`src/sv/pqed_pkg.sv`:
```
// ----------------------------------------------------------------------------
// pqed_pkg
// Shared constants, types and arithmetic helpers of the palette quantizer
// with error diffusion.
// ----------------------------------------------------------------------------
package pqed_pkg;

    localparam int PALETTE_DEPTH  = 32;
    localparam int PAL_AW         = $clog2(PALETTE_DEPTH);
    localparam int MAX_LINE_WIDTH = 512;
    localparam int COL_AW         = $clog2(MAX_LINE_WIDTH);
    localparam int MAX_ROWS       = 4096;
    localparam int DIST_W         = 18;

    localparam logic [1:0] CFG_LINE_WIDTH   = 2'd0;
    localparam logic [1:0] CFG_FRAME_HEIGHT = 2'd1;
    localparam logic [1:0] CFG_PALETTE_SIZE = 2'd2;
    localparam logic [1:0] CFG_DITHER       = 2'd3;

    typedef logic signed [9:0] err_t;

    typedef struct packed {
        err_t r;
        err_t g;
        err_t b;
    } err_rgb_t;

    typedef struct packed {
        logic pal_wr;
        logic pix_take;
        logic val_load;
        logic search_start;
        logic commit;
        logic finish;
    } pqed_cmd_t;

    typedef struct packed {
        logic search_busy;
        logic out_free;
    } pqed_sts_t;

    // Weighted share (e * wt) / 16, truncated toward zero.
    function automatic err_t share(input err_t e, input logic [3:0] wt);
        logic signed [14:0] p;
        logic signed [14:0] q;
        p = 15'(e) * $signed({11'b0, wt});
        q = p[14] ? p + 15'sd15 : p;
        return err_t'(q >>> 4);
    endfunction

    function automatic err_rgb_t rgb_share(input err_rgb_t e, input logic [3:0] wt,
                                           input logic en);
        err_rgb_t s;
        s.r = en ? share(e.r, wt) : '0;
        s.g = en ? share(e.g, wt) : '0;
        s.b = en ? share(e.b, wt) : '0;
        return s;
    endfunction

    function automatic err_rgb_t rgb_add(input err_rgb_t a, input err_rgb_t b);
        err_rgb_t s;
        s.r = a.r + b.r;
        s.g = a.g + b.g;
        s.b = a.b + b.b;
        return s;
    endfunction

    // Difference between a clamped pixel and a palette color, both {r,g,b}.
    function automatic err_rgb_t rgb_err(input logic [23:0] v, input logic [23:0] p);
        err_rgb_t e;
        e.r = err_t'($signed({2'b00, v[23:16]}) - $signed({2'b00, p[23:16]}));
        e.g = err_t'($signed({2'b00, v[15:8]})  - $signed({2'b00, p[15:8]}));
        e.b = err_t'($signed({2'b00, v[7:0]})   - $signed({2'b00, p[7:0]}));
        return e;
    endfunction

    function automatic logic [7:0] clamp8(input logic signed [11:0] v);
        if (v < 0) begin
            return 8'd0;
        end else if (v > 12'sd255) begin
            return 8'd255;
        end
        return v[7:0];
    endfunction

    function automatic logic [15:0] sq9(input logic [7:0] a, input logic [7:0] b);
        logic signed [8:0] d;
        logic signed [17:0] p;
        d = $signed({1'b0, a}) - $signed({1'b0, b});
        p = 18'(d) * 18'(d);
        return p[15:0];
    endfunction

endpackage

```
`src/sv/pqed_ctrl.sv`:
```
// ----------------------------------------------------------------------------
// pqed_ctrl
// Sequencer: takes one transaction at a time and steps a pixel through error
// fetch, clamp, palette search, error commit and counter update.
// ----------------------------------------------------------------------------
module pqed_ctrl
    import pqed_pkg::*;
(
    input  logic      aclk,
    input  logic      aresetn,
    input  logic      s_valid,
    input  logic      s_opcode,
    output logic      s_ready,
    input  pqed_sts_t sts,
    output pqed_cmd_t cmd
);

    localparam logic [2:0] ST_IDLE   = 3'd0;
    localparam logic [2:0] ST_CLAMP  = 3'd1;
    localparam logic [2:0] ST_SEARCH = 3'd2;
    localparam logic [2:0] ST_COMMIT = 3'd3;
    localparam logic [2:0] ST_FINISH = 3'd4;

    logic [2:0] state_reg;
    logic [2:0] state_next;

    always_ff @(posedge aclk) begin
        if (!aresetn) begin
            state_reg <= ST_IDLE;
        end else begin
            state_reg <= state_next;
        end
    end

    always_comb begin
        state_next = state_reg;
        cmd        = '0;
        s_ready    = 1'b0;
        case (state_reg)
            ST_IDLE: begin
                s_ready = 1'b1;
                if (s_valid) begin
                    if (s_opcode) begin
                        cmd.pix_take = 1'b1;
                        state_next   = ST_CLAMP;
                    end else begin
                        cmd.pal_wr = 1'b1;
                    end
                end
            end
            ST_CLAMP: begin
                cmd.val_load     = 1'b1;
                cmd.search_start = 1'b1;
                state_next       = ST_SEARCH;
            end
            ST_SEARCH: begin
                if (!sts.search_busy) begin
                    state_next = ST_COMMIT;
                end
            end
            ST_COMMIT: begin
                if (sts.out_free) begin
                    cmd.commit = 1'b1;
                    state_next = ST_FINISH;
                end
            end
            ST_FINISH: begin
                cmd.finish = 1'b1;
                state_next = ST_IDLE;
            end
            default: begin
                state_next = ST_IDLE;
            end
        endcase
    end

endmodule

```
`config.mk`:
```
export PLATFORM = sky130hd
export DESIGN_NAME = pqed_ctrl
export DESIGN_NICKNAME = d
export VERILOG_FILES = /design/src/sv/pqed_pkg.sv /design/src/sv/pqed_ctrl.sv
export SDC_FILE = /design/constraint.sdc
export NUM_CORES = 1
export LEC_CHECK = 0
export BUFFER_PORTS_ARGS = -buffer_cell sky130_fd_sc_hd__buf_2
export CORE_AREA = 3 3 40 42
export CTS_BUF_LIST = sky130_fd_sc_hd__clkbuf_8
export DETAILED_ROUTE_END_ITERATION = 8
export DIE_AREA = 0 0 43 45
export PLACE_DENSITY = 0.39
export SLEW_MARGIN = 10
export SYNTH_ARGS = -nofsm -noshare
export SYNTH_HDL_FRONTEND = slang
export SYNTH_SLANG_ARGS = --single-unit
```
`constraint.sdc`:
```
create_clock -name aclk -period 1.4 [get_ports aclk]
set_clock_uncertainty 0.1 [all_clocks]
set_input_delay 0.42 -clock aclk [delete_from_list [all_inputs] [get_ports aclk]]
set_output_delay 0.42 -clock aclk [all_outputs]
set_load 0.01 [all_outputs]
```
## Word-level counts from Yosys, hierarchy flattened

Cells that the tools add are included.

- Mux-type cells: 14
- Eq/ne operators: 8
- Reduce and logical (&&, ||, !) cells: 2

Operators by type and width:

| kind | count |
|---|---|
| 3-bit two-way mux | 4 |
| 3-bit one-hot mux with 4 select lines | 1 |
| 2-bit inequality test, second input constant | 4 |
| 3-bit by 2-bit == test with 1-bit output, second input constant | 2 |
| 1-bit two-way mux | 6 |
| 2-bit two-way mux | 3 |
| 4-bit AND reduction | 1 |
| 3-bit by 1-bit == test with 1-bit output, second input constant | 1 |
| 3-bit == test, second input constant | 1 |
| 3-bit zero test | 1 |

- Flip-flop bits (word level): 3
- Logic and storage cells: 25
- Bits of input ports: 6
- Output and inout bits: 7

## Longest topological paths before layout

Gate-level depths: netlist of the first run.

- Word-level depth: 3
- Gate-level depth with buffers: 2
- Mapped depth without buffers: 2

## Least setup slack after synthesis of the first run

OpenSTA, ideal clock, no wires.

- Kind: flip-flop to output port
- Start: register state_reg[0]
- End: output port cmd[3] in the netlist's numbering
- Buffers on the path: 1
- Arrival: 1004 ps
- Data required time: 880 ps
- Cell stages (with the launch flop): 3
- Path slack: -124 ps
- Cells stage by stage: dfxtp_1 nor3b_1 buf_4

RTL lines:

| what | line | source |
|---|---|---|
| start: declaration | pqed_ctrl.sv:24 | `logic [2:0] state_reg;` |
| start signal: assignment | pqed_ctrl.sv:31 | `state_reg <= state_next;` |
| end: declaration | pqed_ctrl.sv:15 | `output pqed_cmd_t cmd` |

==> flow_summary.ini, run 1 <==
[outcome]
outcome = finished, violations left
violations = setup timing

[global_routing]
grt_pass1_wl_um = 855
grt_util_all_layers_pct = 6.67
overflow = 0
grt_pass1_vias = 235
grt_antenna_before_repair = 0
grt_max_degree = 7

[setup_path]
path_class = reg2out
arrival_ns = 1.05
critPathCaptureType = output pin
crit_required_ns = 0.88
crit_fanout = 4
worstSetupStartpointType = flop

[timing]
finalCriticalPeriod_ns = 1.57
setup_viol = 7
finalCritPeriodShare_pct = 112
layout_setup_ws_ns = -0.174
tightest_slew_ns = 0.157
rsz0062_at_grt = yes
clock.fmax_ghz = 0.635
hold_viol_final = 0
drv_slew = 0
max-slew-margin-rel_pct = 89.5

[place]
port-buffer-count = 12
pre_cts_slack_ns = 0.00769
place_area_sq_um = 273
dp_hpwl_um = 394
gp_congestion = 0.746

[cts]
h-tree-depth = 1
cts-root-buf = clkbuf_8
cts_tree = done
cts_made_buffers = 3
cts.hold.buffers_added = 0
clkLatencyLatePin_ns = 0.22
clock_sinks = 3
clockBufferDepth = 2
clkTransAtPathRegs_ns = 0.03

[pwr]
clockPowerShare_pct = 60.0
p_sw_share_pct = 23.7
ir_worst_vdd_uv = 235
fin_total_pwr_mw = 0.412
powerDensity_mw_per_mm2 = 1180
power.share.combinational_pct = 16.4
seqPwrFrac_pct = 23.6
p_leak_nw = 0.179
power.switching_mw = 0.0977
cell_internal_pwr_mw = 0.314

[floorplanning]
start_util_pct = 14.7
core_area_sq_mm = 0.00128
fp.dieW_um = 43
dieArea_sq_mm = 0.00194
boundaryPins = 13
row_count = 13
die_h_um = 45

[synth]
synth_fp_nets = 25
ys_seq_area_share_pct = 31.8
ys.warnings.count = 0
synthesis.area_sq_um = 189
avgSynthCellArea_sq_um = 9.94
syn_inst = 19
ys_types = 16
ys_ff_latch = 3

[route]
post-route-drc-count = 0
dr.pass1.iters = 2
vias = 215
drtIter0Drc = 1
finalWirelength_um = 577
via_per_inst = 4.13
ant_nets = 0
routedWlPerCell_um = 11.1

[finish]
syn_to_final_growth_pct = 84.1
antennaDiodeCount = 0
drive_gt1_share_pct = 70.3
fin_area_sq_um = 348
fin_util_pct = 27.1
largest_reg_flops = 3
nets = 44

[job]
maxCapViolations = 0

[worst_hold_path]
hp-class = in2reg
[power groups by stage]
stage,Sequential (mW),Clock [mW],Combinational (mW)
floorplan,0.0987,0,0.0338
CTS,0.0975,0.250,0.0680
detailed placement,0.101,0,0.0580
finish,0.0973,0.247,0.0676
global route,0.0979,0.263,0.0739
global placement,0.100,0,0.0569
[through the flow]
step | hold WS, ns | std cells | setup TNS (ns)
final | 0.336 | 52 | -0.659
after floorplan | 0.425 | 19 | -0.00587
after detailed placement | 0.483 | 46 | 0
after global routing | 0.347 | 52 | -1.00
after CTS | 0.334 | 52 | -0.660
after global placement | 0.470 | 46 | 0
[layout make-up]
type | instances | area [sq um]
repair buffers | 15 | 82.6
well taps | 15 | 18.8
clock inverters | 1 | 3.75
flip-flops and latches | 3 | 68.8
multi-input cells | 15 | 133
clock buffers | 3 | 41.3
fillers | 145 | 937
[placed cells by master, fill, tap and decap left out, drive strengths merged]
| cell | netlist | layout |
|---|---|---|
| nor2 | 1 | 1 |
| inv | 0 | 1 |
| mux2 | 1 | 1 |
| nand3b | 1 | 1 |
| nand2b | 1 | 1 |
| o22ai | 1 | 1 |
| nor3 | 2 | 2 |
| and4b | 1 | 1 |
| buf | 1 | 15 |
| nand4bb | 1 | 1 |
| dfxtp | 3 | 3 |
| clkbuf | 0 | 3 |
| and3 | 2 | 2 |
| and3b | 1 | 1 |
| and2 | 1 | 1 |
| nor3b | 2 | 2 |
[repair_timing]
| action | in CTS | in global routing |
|---|---|---|
| gates resized for setup | 6 | 0 |
| pin swaps | 3 | 1 |
| setup buffers | 2 | 0 |
| endpoints found under the setup margin | 7 | 7 |
[cells in the mapped netlist (all sizes together)]
master	number	area, sq um
nor3	2	15.0
nand3b	1	7.51
nor2	1	3.75
nor3b	2	15.0
nand4bb	1	11.3
and2	1	6.26
mux2	1	11.3
and3	2	13.8
dfxtp	3	60.1
and3b	1	8.76
buf	1	7.51
and4b	1	10.0
o22ai	1	12.5
nand2b	1	6.26
[per-layer routing]
| metal | routed length (um) | up-vias | track usage (%) |
|---|---|---|---|
| met1 | 211 | 96 | 4.83 |
| li1 | - | 108 | - |
| met3 | 10 | 4 | 1.20 |
| met5 | 0 | - | 0 |
| met4 | 29 | 0 | 10.8 |
| met2 | 325 | 7 | 11.7 |
[path summary, 6_finish.rpt]
path         cells after the start                        end                 startpoint  slack (ns)
max                              3                     cmd[1]  state_reg[0]$_SDFFE_PN0P_       -0.17
min                              2  state_reg[2]$_SDFFE_PN0P_                    aresetn        0.34
max reg2reg                      4  state_reg[0]$_SDFFE_PN0P_  state_reg[0]$_SDFFE_PN0P_        0.21
min reg2reg                      2  state_reg[0]$_SDFFE_PN0P_  state_reg[2]$_SDFFE_PN0P_        0.51
[cells by family (layout without fill, tap and decap cells)]
logic type             Yosys count  count (layout)  synth area share [%]
AO/OA/AOI/OAI                    1               1                  6.62
buffers and inverters            1              19                  3.97
multiplexers                     1               1                  5.96
flip-flops                       3               3                  31.8
AND/OR/NAND/NOR                 13              13                  51.7
[critical path, cell delays in order (launching register included)]
cell and delay (ns):
dfxtp_4 0.36, buf_4 0.12, and4b_1 0.21, buf_2 0.15
(Power assumes the default switching activity.)
==> inputs of run 2 (changes only) <==
- SKIP_LAST_GASP: default -> 1
- TNS_END_PERCENT: default -> 20
==> flow_summary.ini, run 2 (synthesized netlist as in run 1, its figures left out) <==
[outcome]
outcome = finished, violations left
violations = setup timing

[setup_path]
crit_required_ns = 0.88
critPathCaptureType = output pin
worstSetupStartpointType = flop
arrival_ns = 1.06
crit_fanout = 4
path_class = reg2out

[finish]
antennaDiodeCount = 0
layout_common_cells = 12 x buf_2, 3 x clkbuf_8, 3 x buf_4, 2 x dfxtp_2
final.fill_count = 146
fin_cells = 52
syn_to_final_growth_pct = 82.8
largest_reg_flops = 3
final_common_cell = buf_2
nets = 44
drive_gt1_share_pct = 70.3

[floorplanning]
row_count = 13
die_h_um = 45
dieArea_sq_mm = 0.00194
start_util_pct = 14.7
fp.dieW_um = 43
boundaryPins = 13
core_area_sq_mm = 0.00128

[pwr]
power.switching_mw = 0.0977
p_leak_nw = 0.179
power.share.combinational_pct = 16.4
ir_worst_vdd_uv = 255
fin_total_pwr_mw = 0.414
p_sw_share_pct = 23.6
clockPowerShare_pct = 59.6
seqPwrFrac_pct = 24.0
powerDensity_mw_per_mm2 = 1200
cell_internal_pwr_mw = 0.316

[route]
dr.pass1.iters = 2
post-route-drc-count = 0
drtIter0Drc = 2
finalWirelength_um = 582
via_per_inst = 4.12
vias = 214
ant_nets = 0
routedWlPerCell_um = 11.2

[place]
numPlacedInstances = 46
gp_congestion = 0.746
port-buffer-count = 12
dp_hpwl_um = 394

[cts]
clkTransAtPathRegs_ns = 0.03
cts-root-buf = clkbuf_8
clkLatencyLatePin_ns = 0.22
clockBufferDepth = 2
cts_tree = done
cts_made_buffers = 3
clock_sinks = 3
h-tree-depth = 1

[worst_hold_path]
hp-class = in2reg

[timing]
drv_slew = 0
tns_ns = -0.691
tightest_slew_ns = 0.157
rsz0062_at_grt = yes
max-slew-margin-rel_pct = 89.5
setup_viol = 7
finalCriticalPeriod_ns = 1.58
clock.fmax_ghz = 0.635
layout_setup_ws_ns = -0.175
finalCritPeriodShare_pct = 113
hold_viol_final = 0

[global_routing]
overflow = 0
grt_util_all_layers_pct = 6.67
grt_pass1_vias = 233
grt_max_degree = 7
grt_antenna_before_repair = 0
grt_pass1_wl_um = 855

[job]
maxCapViolations = 0
==> run 2: worst max-delay path, cell delays in order (launching register included) <==
cell and delay (ns):
dfxtp_4 0.36, buf_4 0.12, and4b_1 0.21, buf_2 0.15
==> run 2: layout make-up <==
class	count	area, sq um	share of cell area, %
Timing Repair Buffer	15	82.6	23.9
Multi-Input combinational cell	15	133	38.4
Clock buffer	3	41.3	12.0
Tap cell	15	18.8	5.43
Sequential cell	3	66.3	19.2
Clock inverter	1	3.75	1.09
==> run 2: what timing repair did <==
action / in CTS / in global routing
buffers inserted: 2 / 0
hold buffers: 0 / 0
pin swaps: 2 / 0
setup endpoints to repair: 7 / 7
gates resized for setup: 5 / 0
==> run 2: stage by stage <==
| step | instance area (sq um) | utilization, % | hold slack [ns] | worst slack [ns] |
|---|---|---|---|---|
| floorplan | 194 | - | 0.425 | -0.00587 |
| CTS | 345 | 26.9 | 0.334 | -0.170 |
| finish | 345 | 26.9 | 0.338 | -0.175 |
| detailed placement | 273 | 21.2 | 0.483 | 0.00769 |
| global placement | 273 | 21.2 | 0.470 | 0.0240 |
| global route | 345 | 26.9 | 0.347 | -0.226 |
==> run 2: metal layers <==
layer / global-route usage (%) / up-vias / part of all wire (%)
met5: 0 / - / 0
met4: 10.8 / 0 / 5.0
met3: 1.20 / 4 / 1.7
met2: 11.7 / 7 / 56
met1: 4.83 / 96 / 37
li1: - / 107 / -
==> run 2: path summary, 6_finish.rpt <==
kind                                           startpoint                         to  slack [ns]  cells past startpoint
worst min register to register  state_reg[2]$_SDFFE_PN0P_  state_reg[0]$_SDFFE_PN0P_        0.54                      2
worst max register to register  state_reg[0]$_SDFFE_PN0P_  state_reg[0]$_SDFFE_PN0P_        0.21                      4
worst max-delay path            state_reg[0]$_SDFFE_PN0P_                     cmd[1]       -0.18                      3
worst min-delay path                              aresetn  state_reg[2]$_SDFFE_PN0P_        0.34                      2
==> run 2: power groups by stage <==
stage | sequential (mW) | combinational, mW | clock, mW
2_1_floorplan | 0.0987 | 0.0338 | 0
3_3_place_gp | 0.100 | 0.0569 | 0
3_5_place_dp | 0.101 | 0.0580 | 0
4_1_cts | 0.0992 | 0.0681 | 0.250
5_1_grt | 0.0997 | 0.0740 | 0.263
6_report | 0.0992 | 0.0678 | 0.247
